## src/rtl/sal_pkg.sv

```systemverilog
// Shared types, constants and the mnemonic table of the stack assembler front end.
package sal_pkg;

  localparam logic [1:0] KIND_INSTR = 2'd0;
  localparam logic [1:0] KIND_ERR   = 2'd1;
  localparam logic [1:0] KIND_END   = 2'd2;

  localparam logic [2:0] ERR_UNKNOWN_WORD = 3'd1;
  localparam logic [2:0] ERR_BAD_CHAR     = 3'd2;
  localparam logic [2:0] ERR_NO_OPERAND   = 3'd3;
  localparam logic [2:0] ERR_STRAY_NUMBER = 3'd4;
  localparam logic [2:0] ERR_WORD_LONG    = 3'd5;
  localparam logic [2:0] ERR_NUMBER_LARGE = 3'd6;

  localparam logic [7:0] CH_NL    = 8'h0A;
  localparam logic [7:0] CH_SPACE = 8'h20;

  localparam int NUM_MNEM = 21;

  // first letter in the highest used byte, unused upper bytes zero
  localparam logic [39:0] MNEM_TEXT [NUM_MNEM] = '{
    40'("push"), 40'("pop"), 40'("add"), 40'("sub"), 40'("mul"), 40'("div"), 40'("mod"),
    40'("cmpe"), 40'("cmpne"), 40'("cmpl"), 40'("cmple"), 40'("cmpg"), 40'("cmpge"),
    40'("jmp"), 40'("jmpz"), 40'("jmpnz"), 40'("dup"), 40'("dupi"), 40'("swp"),
    40'("swpi"), 40'("hlt")
  };

  localparam logic [2:0] MNEM_LEN [NUM_MNEM] = '{
    3'd4, 3'd3, 3'd3, 3'd3, 3'd3, 3'd3, 3'd3, 3'd4, 3'd5, 3'd4, 3'd5,
    3'd4, 3'd5, 3'd3, 3'd4, 3'd5, 3'd3, 3'd4, 3'd3, 3'd4, 3'd3
  };

  // push, jmp, jmpz, jmpnz, dupi, swpi
  localparam logic [NUM_MNEM-1:0] TAKES_OPERAND = 21'b0_1010_1110_0000_0000_0001;

  typedef struct packed {
    logic [1:0]  kind;
    logic [4:0]  opcode;
    logic [30:0] operand;
    logic [2:0]  error_code;
    logic [15:0] line_number;
    logic [15:0] column_number;
    logic        end_of_source;
  } res_t;

  // results written to the queue together in the same cycle
  typedef struct packed {
    logic [1:0] n;
    res_t       r0;
    res_t       r1;
  } push_t;

  typedef struct packed {
    logic       hit;
    logic [4:0] op;
  } look_t;

  function automatic look_t mnem_lookup(logic [39:0] word, logic [4:0] len);
    look_t lk;
    lk = '0;
    for (int i = 0; i < NUM_MNEM; i++) begin
      if (!lk.hit && len == {2'b00, MNEM_LEN[i]} && word == MNEM_TEXT[i]) begin
        lk.hit = 1'b1;
        lk.op  = 5'(i);
      end
    end
    return lk;
  endfunction

  function automatic res_t mk_err(logic [2:0] code, logic [15:0] line, logic [15:0] col);
    res_t r;
    r = '0;
    r.kind          = KIND_ERR;
    r.error_code    = code;
    r.line_number   = line;
    r.column_number = col;
    return r;
  endfunction

  function automatic res_t mk_instr(logic [4:0] op, logic [30:0] val,
                                    logic [15:0] line, logic [15:0] col);
    res_t r;
    r = '0;
    r.kind          = KIND_INSTR;
    r.opcode        = op;
    r.operand       = val;
    r.line_number   = line;
    r.column_number = col;
    return r;
  endfunction

  // append a result; a third one in the same item is dropped
  function automatic push_t push_res(push_t p, res_t r);
    push_t q;
    q = p;
    if (p.n == 2'd0) begin
      q.r0 = r;
      q.n  = 2'd1;
    end else if (p.n == 2'd1) begin
      q.r1 = r;
      q.n  = 2'd2;
    end
    return q;
  endfunction

  function automatic logic [15:0] sat_inc(logic [15:0] v);
    return (v == 16'hFFFF) ? v : v + 16'd1;
  endfunction

endpackage

```

## src/rtl/sal_res_fifo.sv

```systemverilog
// Four-entry result queue taking up to two results per cycle and giving one when out_ready is high.
module sal_res_fifo (
  input  logic            clk,
  input  logic            rst_n,
  input  sal_pkg::push_t  push,
  output logic            room,
  output logic            out_valid,
  input  logic            out_ready,
  output sal_pkg::res_t   out_res
);

  sal_pkg::res_t mem [4];
  logic [1:0] wp_r, wp_nxt;
  logic [1:0] rp_r, rp_nxt;
  logic [2:0] cnt_r, cnt_nxt;
  logic       pop;

  assign room      = (cnt_r <= 3'd2);
  assign out_valid = (cnt_r != 3'd0);
  assign out_res   = mem[rp_r];
  assign pop       = out_valid && out_ready;

  assign wp_nxt  = wp_r + push.n;
  assign rp_nxt  = rp_r + {1'b0, pop};
  assign cnt_nxt = cnt_r + {1'b0, push.n} - {2'b00, pop};

  always_ff @(posedge clk) begin
    if (push.n != 2'd0) begin
      mem[wp_r] <= push.r0;
    end
    if (push.n == 2'd2) begin
      mem[wp_r + 2'd1] <= push.r1;
    end
  end

  always_ff @(posedge clk) begin
    if (!rst_n) begin
      wp_r  <= '0;
      rp_r  <= '0;
      cnt_r <= '0;
    end else begin
      wp_r  <= wp_nxt;
      rp_r  <= rp_nxt;
      cnt_r <= cnt_nxt;
    end
  end

endmodule

```

## src/rtl/stack_asm_lexer_assembler_core.sv

```systemverilog
// Stack-machine assembler front end: takes source text one byte per item and gives
// instructions, errors and end markers. An accepted byte sits in an input register and
// is lexed, once the result queue has room, by one pass of logic (parallel mnemonic
// compare, times-ten accumulate); its results are written into a four-entry result
// queue. A byte is taken every cycle while the queue keeps room for two results, so
// the rate is one byte per cycle as long as results drain at least as fast as they
// are made; a byte that yields two results (a token closed together with an error,
// or two tokens closed by the last byte) puts both into the queue at once. After an
// error, bytes up to the last byte are taken and dropped.
module stack_asm_lexer_assembler_core #(
  parameter int MAX_WORD_LEN = 9,
  parameter int MAX_DIGITS   = 10
) (
  input  logic        clk,
  input  logic        rst_n,
  input  logic        in_valid,
  output logic        in_ready,
  input  logic [7:0]  in_char_byte,
  input  logic        in_last_byte,
  output logic        out_valid,
  input  logic        out_ready,
  output logic [1:0]  out_kind,
  output logic [4:0]  out_opcode,
  output logic [30:0] out_operand,
  output logic [2:0]  out_error_code,
  output logic [15:0] out_line_number,
  output logic [15:0] out_column_number,
  output logic        out_end_of_source
);

  localparam int CNT_MAX = (MAX_WORD_LEN > MAX_DIGITS) ? MAX_WORD_LEN : MAX_DIGITS;
  localparam int CNT_W   = $clog2(CNT_MAX + 1);
  localparam logic [CNT_W-1:0] WORD_LIM = CNT_W'(MAX_WORD_LEN);
  localparam logic [CNT_W-1:0] DIG_LIM  = CNT_W'(MAX_DIGITS);

  localparam logic [1:0] TOK_NONE = 2'd0;
  localparam logic [1:0] TOK_WORD = 2'd1;
  localparam logic [1:0] TOK_NUM  = 2'd2;

  typedef struct packed {
    logic [1:0]       tok;
    logic [CNT_W-1:0] cnt;
    logic [30:0]      num;
    logic [4:0]       wop;
    logic             waiting;
    logic [15:0]      line;
    logic [15:0]      col;
    logic [15:0]      tcol;
    logic             drop;
    logic [15:0]      wline;
    logic [15:0]      wcol;
  } st_t;

  typedef struct packed {
    st_t           st;
    logic          hit;
    sal_pkg::res_t res;
  } fin_t;

  // close the open token, if any
  function automatic fin_t finish_tok(st_t s, logic [39:0] word);
    fin_t           f;
    sal_pkg::look_t lk;
    f     = '0;
    f.st  = s;
    lk    = sal_pkg::mnem_lookup(word, 5'(s.cnt));
    if (s.tok == TOK_WORD) begin
      f.st.tok = TOK_NONE;
      if (!lk.hit) begin
        f.hit     = 1'b1;
        f.res     = sal_pkg::mk_err(sal_pkg::ERR_UNKNOWN_WORD, s.line, s.tcol);
        f.st.drop = 1'b1;
      end else if (s.waiting) begin
        f.hit     = 1'b1;
        f.res     = sal_pkg::mk_err(sal_pkg::ERR_NO_OPERAND, s.wline, s.wcol);
        f.st.drop = 1'b1;
      end else if (sal_pkg::TAKES_OPERAND[lk.op]) begin
        f.st.waiting = 1'b1;
        f.st.wop     = lk.op;
        f.st.wline   = s.line;
        f.st.wcol    = s.tcol;
      end else begin
        f.hit = 1'b1;
        f.res = sal_pkg::mk_instr(lk.op, 31'd0, s.line, s.tcol);
      end
    end else if (s.tok == TOK_NUM) begin
      f.st.tok = TOK_NONE;
      if (s.waiting) begin
        f.hit        = 1'b1;
        f.res        = sal_pkg::mk_instr(s.wop, s.num, s.wline, s.wcol);
        f.st.waiting = 1'b0;
      end else begin
        f.hit     = 1'b1;
        f.res     = sal_pkg::mk_err(sal_pkg::ERR_STRAY_NUMBER, s.line, s.tcol);
        f.st.drop = 1'b1;
      end
    end
    return f;
  endfunction

  logic            v_r;
  logic [7:0]      c_r;
  logic            last_r;
  st_t             st_r, st_nxt;
  logic [39:0]     word_r, word_nxt;
  fin_t            fin_a, fin_b;
  sal_pkg::push_t  push;
  sal_pkg::res_t   end_res;
  sal_pkg::res_t   out_res;
  logic            room;
  logic            go;
  logic            in_acc;
  logic            is_let;
  logic            is_dig;
  logic [34:0]     prod;

  assign go       = v_r && room;
  assign in_ready = !v_r || room;
  assign in_acc   = in_valid && in_ready;

  assign is_let = (c_r >= "a" && c_r <= "z") || (c_r >= "A" && c_r <= "Z");
  assign is_dig = (c_r >= "0" && c_r <= "9");
  assign prod   = ({4'd0, st_r.num} << 3) + ({4'd0, st_r.num} << 1)
                + {31'd0, c_r[3:0]};

  always_comb begin
    end_res      = '0;
    end_res.kind = sal_pkg::KIND_END;
  end

  always_comb begin
    st_nxt   = st_r;
    word_nxt = word_r;
    push     = '0;
    fin_a    = '0;
    fin_b    = '0;
    if (go) begin
      if (!st_nxt.drop) begin
        if (st_nxt.tok == TOK_WORD && is_let) begin
          if (st_nxt.cnt >= WORD_LIM) begin
            push = sal_pkg::push_res(push,
                     sal_pkg::mk_err(sal_pkg::ERR_WORD_LONG, st_nxt.line, st_nxt.tcol));
            st_nxt.drop = 1'b1;
          end else begin
            word_nxt   = {word_nxt[31:0], c_r};
            st_nxt.cnt = st_nxt.cnt + CNT_W'(1);
            st_nxt.col = sal_pkg::sat_inc(st_nxt.col);
          end
        end else if (st_nxt.tok == TOK_NUM && is_dig) begin
          if (st_nxt.cnt >= DIG_LIM || prod[34:31] != 4'd0) begin
            push = sal_pkg::push_res(push,
                     sal_pkg::mk_err(sal_pkg::ERR_NUMBER_LARGE, st_nxt.line, st_nxt.tcol));
            st_nxt.drop = 1'b1;
          end else begin
            st_nxt.num = prod[30:0];
            st_nxt.cnt = st_nxt.cnt + CNT_W'(1);
            st_nxt.col = sal_pkg::sat_inc(st_nxt.col);
          end
        end else begin
          fin_a  = finish_tok(st_nxt, word_nxt);
          st_nxt = fin_a.st;
          if (fin_a.hit) begin
            push = sal_pkg::push_res(push, fin_a.res);
          end
          if (!st_nxt.drop) begin
            priority if (is_let) begin
              st_nxt.tok  = TOK_WORD;
              word_nxt    = {32'd0, c_r};
              st_nxt.cnt  = CNT_W'(1);
              st_nxt.tcol = st_nxt.col;
              st_nxt.col  = sal_pkg::sat_inc(st_nxt.col);
            end else if (is_dig) begin
              st_nxt.tok  = TOK_NUM;
              st_nxt.num  = {27'd0, c_r[3:0]};
              st_nxt.cnt  = CNT_W'(1);
              st_nxt.tcol = st_nxt.col;
              st_nxt.col  = sal_pkg::sat_inc(st_nxt.col);
            end else if (c_r == sal_pkg::CH_SPACE) begin
              st_nxt.col = sal_pkg::sat_inc(st_nxt.col);
            end else if (c_r == sal_pkg::CH_NL) begin
              st_nxt.line = sal_pkg::sat_inc(st_nxt.line);
              st_nxt.col  = 16'd0;
            end else begin
              push = sal_pkg::push_res(push,
                       sal_pkg::mk_err(sal_pkg::ERR_BAD_CHAR, st_nxt.line, st_nxt.col));
              st_nxt.drop = 1'b1;
            end
          end
        end
        // last byte: close the open token and check for a dangling operand
        if (last_r && !st_nxt.drop) begin
          fin_b  = finish_tok(st_nxt, word_nxt);
          st_nxt = fin_b.st;
          if (fin_b.hit) begin
            push = sal_pkg::push_res(push, fin_b.res);
          end
          if (!st_nxt.drop && st_nxt.waiting) begin
            push = sal_pkg::push_res(push,
                     sal_pkg::mk_err(sal_pkg::ERR_NO_OPERAND, st_nxt.wline, st_nxt.wcol));
            st_nxt.drop = 1'b1;
          end
        end
      end
      if (last_r) begin
        if (push.n == 2'd0) begin
          push = sal_pkg::push_res(push, end_res);
        end
        if (push.n == 2'd1) begin
          push.r0.end_of_source = 1'b1;
        end else begin
          push.r1.end_of_source = 1'b1;
        end
        st_nxt = '0;
      end
    end
  end

  always_ff @(posedge clk) begin
    if (in_acc) begin
      c_r    <= in_char_byte;
      last_r <= in_last_byte;
    end
    word_r <= word_nxt;
  end

  always_ff @(posedge clk) begin
    if (!rst_n) begin
      v_r  <= 1'b0;
      st_r <= '0;
    end else begin
      v_r  <= in_acc ? 1'b1 : (go ? 1'b0 : v_r);
      st_r <= st_nxt;
    end
  end

  sal_res_fifo u_fifo (
    .clk       (clk),
    .rst_n     (rst_n),
    .push      (push),
    .room      (room),
    .out_valid (out_valid),
    .out_ready (out_ready),
    .out_res   (out_res)
  );

  assign out_kind          = out_res.kind;
  assign out_opcode        = out_res.opcode;
  assign out_operand       = out_res.operand;
  assign out_error_code    = out_res.error_code;
  assign out_line_number   = out_res.line_number;
  assign out_column_number = out_res.column_number;
  assign out_end_of_source = out_res.end_of_source;

endmodule

```

## config.mk

```make
export PLATFORM = sky130hd
export DESIGN_NAME = stack_asm_lexer_assembler_core
export DESIGN_NICKNAME = d
export VERILOG_FILES = /design/src/rtl/sal_pkg.sv /design/src/rtl/sal_res_fifo.sv /design/src/rtl/stack_asm_lexer_assembler_core.sv
export SDC_FILE = /design/constraint.sdc
export NUM_CORES = 2
export LEC_CHECK = 0
export BUFFER_PORTS_ARGS = -buffer_cell sky130_fd_sc_hd__buf_2
export CAP_MARGIN = 5
export CELL_PAD_IN_SITES_DETAIL_PLACEMENT = 0
export CELL_PAD_IN_SITES_GLOBAL_PLACEMENT = 1
export CORE_MARGIN = 2
export CORE_UTILIZATION = 45
export CTS_BUF_LIST = sky130_fd_sc_hd__clkbuf_4
export DETAILED_ROUTE_END_ITERATION = 16
export GPL_TIMING_DRIVEN = 0
export PLACE_DENSITY_LB_ADDON = 0.1
export SETUP_SLACK_MARGIN = 0.5
export SYNTH_ARGS = -nofsm -noshare
export SYNTH_HDL_FRONTEND = slang
export SYNTH_SLANG_ARGS = --single-unit
```

## constraint.sdc

```tcl
create_clock -name clk -period 10.9 [get_ports clk]
set_input_delay 1.635 -clock clk [delete_from_list [all_inputs] [get_ports clk]]
set_output_delay 1.635 -clock clk [all_outputs]
set_load 0.02 [all_outputs]
```

==> run metrics <==
outcome=finished, final reports clean; WP data required=11.74 ns; Top Ports=89; Placed Instance Area=36100 sq um; crit start category=flip-flop; final hold vios=0; vias in the first global route=33400; hold buffers post-CTS=0; sequential area share after synthesis=0.379; Die Footprint=just under 80000 sq um; main combinational cell family by area after synthesis=compound AO/OA/AOI/OAI gates; XOR/XNOR Fraction of Synth Area=0.0120; final worst-path cycle share=0.925; Std-Cell Core Area=75600 sq um; Final HPWL DP=118000 um; max-capacitance violation count=0; Post-Synthesis Net Count=3903; Pre-antenna DRT Iters=7; DIE HEIGHT=280 um; Syn Inst Count=3808; hold slack=0.464 ns; most frequent cells in the layout=404 x nand2_1, 341 x edfxtp_1, 305 x nor2_1; setup violators final=0; H-tree Lvls=4; RSZ-0062 raised after global routing=no; crit-path max FO=10; nets@finish=4140; share of layout cells above drive strength 1=0.149; FP Rows=101; CTS Buffer Depth=3; element type at the critical path end=flip-flop; Hold Crit Class=reg2reg; Initial Util=0.453; Slew Limit Fails=0; Die Wd=280 um; Fmax=99.2 MHz; area grow syn2layout=10.9%; fill cell count=approximately 7400; Vias/cell=6.87; VDD IR max=slightly below 0.09 mV; Avg Inst Size Synth=8.99 sq um; mapped cell area=~34000 sq um; Leak Pwr=12.2 nW; first-pass GRT wire length=226000 um; final instance area=38000 sq um; ys flop type=edfxtp_1; Crit-path slowest cell=a2111oi_1; Worst path max stage delay=0.72 ns; post-route ant nets=0; antenna violations before repair=6; DR vias=35300; Final min period=10.08 ns; most common cell after layout, fill and taps aside=nand2_1; Sink Count=477; Synth Warn #=0; detail-routed net length per standard cell=30.5 um; gpl congestion=1.03; Adder-Cell Fraction of Synth Area=0.0306; routed wire length=roughly 160000 um; Distinct cells, synth=around 120; # port buffers=87; TritonCTS clock tree=yes; critical path type=reg2reg; Skew-Pair Late Insertion Delay=1.06 ns; flops & latches, synth=477; worst slew pin tran=between 1 and 1.5 ns; number of synthesized flops with an enable pin=341; CTS buffer count=141; Slew HR=0.0477; initial detailed-routing violation count=~4800; CP arrival=roughly 11 ns; Pwr per Cell Area=roughly 140 nW/um^2; GRT Resource Usage Total=0.392; mux cell area share after synthesis=0.0850; clk slew on worst S/H paths=0.06 ns; post-synthesis simple-gate area fraction=0.210; ys async rst share=0; clk_skew=just under 0.1 ns; largest net degree at the start of global routing=57; clock root cell=clkbuf_4; post-synthesis compound-gate area fraction=0.237; total gr overflow=0; DRC violations left=0
[cell usage after synthesis (all sizes together) (17+ instances only)]
library cell  count  area [sq um]
clkbuf          190           716
mux2i            81           815
a211oi           27           203
a21oi           200          1010
or2              19           119
buf             105           658
and3             32           200
nand3           135           681
nor4             56           382
nand2b           27           169
a22oi           107           833
o21a             17           128
o2bb2ai          24           210
ha               79           988
xnor2            22           193
nor3             99           521
and2             59           369
nor2            308          1170
mux2             38           428
nand2           409          1540
nor2b            95           594
a22o             40           350
a21o             19           143
inv              58           218
edfxtp          341         10200
nand4            61           382
o22ai           286          1800
mux4             74          1670
o211ai           36           294
a31oi            40           302
o21ai           280          1420
xor2             25           219
dfxtp           136          2720
or3              21           136
[flip-flops by register name (all words and copies together), names as in the netlist]
register	cells
c_r	8
last_r	1
st_r	124
u_fifo.cnt_r	3
u_fifo.mem	296
u_fifo.rp_r	2
u_fifo.wp_r	2
v_r	1
word_r	40
[final timing paths]
path                startpoint                 to  slack (ns)  depth (start not counted)
max                     c_r[3]  u_fifo.mem[0][11]        0.82                         28
min          u_fifo.mem[1][73]  u_fifo.mem[1][73]        0.46                          2
max reg2reg             c_r[3]  u_fifo.mem[0][11]        0.82                         28
min reg2reg  u_fifo.mem[1][73]  u_fifo.mem[1][73]        0.46                          2
[where the power goes]
part | switching, W | internal [W] | total [W] | leakage (nW)
registers | 0.0000795 | 0.00208 | 0.00216 | 4.12
clock network | 0.000883 | 0.000915 | 0.00180 | 1.08
logic | 0.00102 | 0.000475 | 0.00150 | 6.96
[logic make-up after synthesis]
| kind of cell | count (synthesis) |
|---|---|
| and+or+nand+nor | 1424 |
| adders and majority gates | 82 |
| xor gates and xnor gates | 47 |
| DFF | 477 |
| AOI/OAI and AO/OA | 1232 |
| muxes | 193 |
| buffers and inverters | 353 |
[final cells by class]
| cell class | count | area (sq um) | share of cell area |
|---|---|---|---|
| buffer | 295 | 1380 | 0.0362 |
| sequential | 477 | 13000 | 0.341 |
| multi-input combinational | 2978 | 19800 | 0.521 |
| clock inverter | 36 | 241 | 0.00636 |
| inverter | 58 | 218 | 0.00573 |
| clock buffer | 210 | 1580 | 0.0415 |
| antenna | 9 | 22.5 | 0.000593 |
| timing repair buffer | 94 | 582 | 0.0153 |
| tap | 978 | 1220 | 0.0322 |
[routing by layer]
metal	part of all wire	global-route usage	vias to the layer above
met4	0.071	0.248	2
met1	0.39	0.508	17100
met5	0.00029	0	-
met3	0.099	0.0899	542
met2	0.44	0.592	2324
li1	-	-	15300
[timing repair]
item | 4_1_cts | 5_1_grt
endpoints found under the setup margin | 0 | 191
buffers inserted | 0 | 0
resized for setup | 0 | 9
[through the flow]
step	setup TNS [ns]	util	setup slack, ns	power (W)	cells
3_3_place_gp	-420.83	0.475	-1.65	0.00366	4873
3_5_place_dp	0	0.478	0.672	0.00366	4879
5_1_grt	0	0.502	0.392	0.00563	5132
6_report	0	0.503	0.818	0.00545	5135
2_1_floorplan	0	-	2.02	0.00309	3808
4_1_cts	0	0.502	0.656	0.00544	5125
[worst max-delay path: cells and delay by family, from the launching register on]
kind	cells	cell delay, ns
DFF	1	0.64
AOI/OAI and AO/OA	12	3.54
buffers and inverters	5	1.30
adders and majority gates	3	1.19
and+or+nand+nor	7	2.84
muxes	1	0.33
Power figures use the tool's default switching activity.
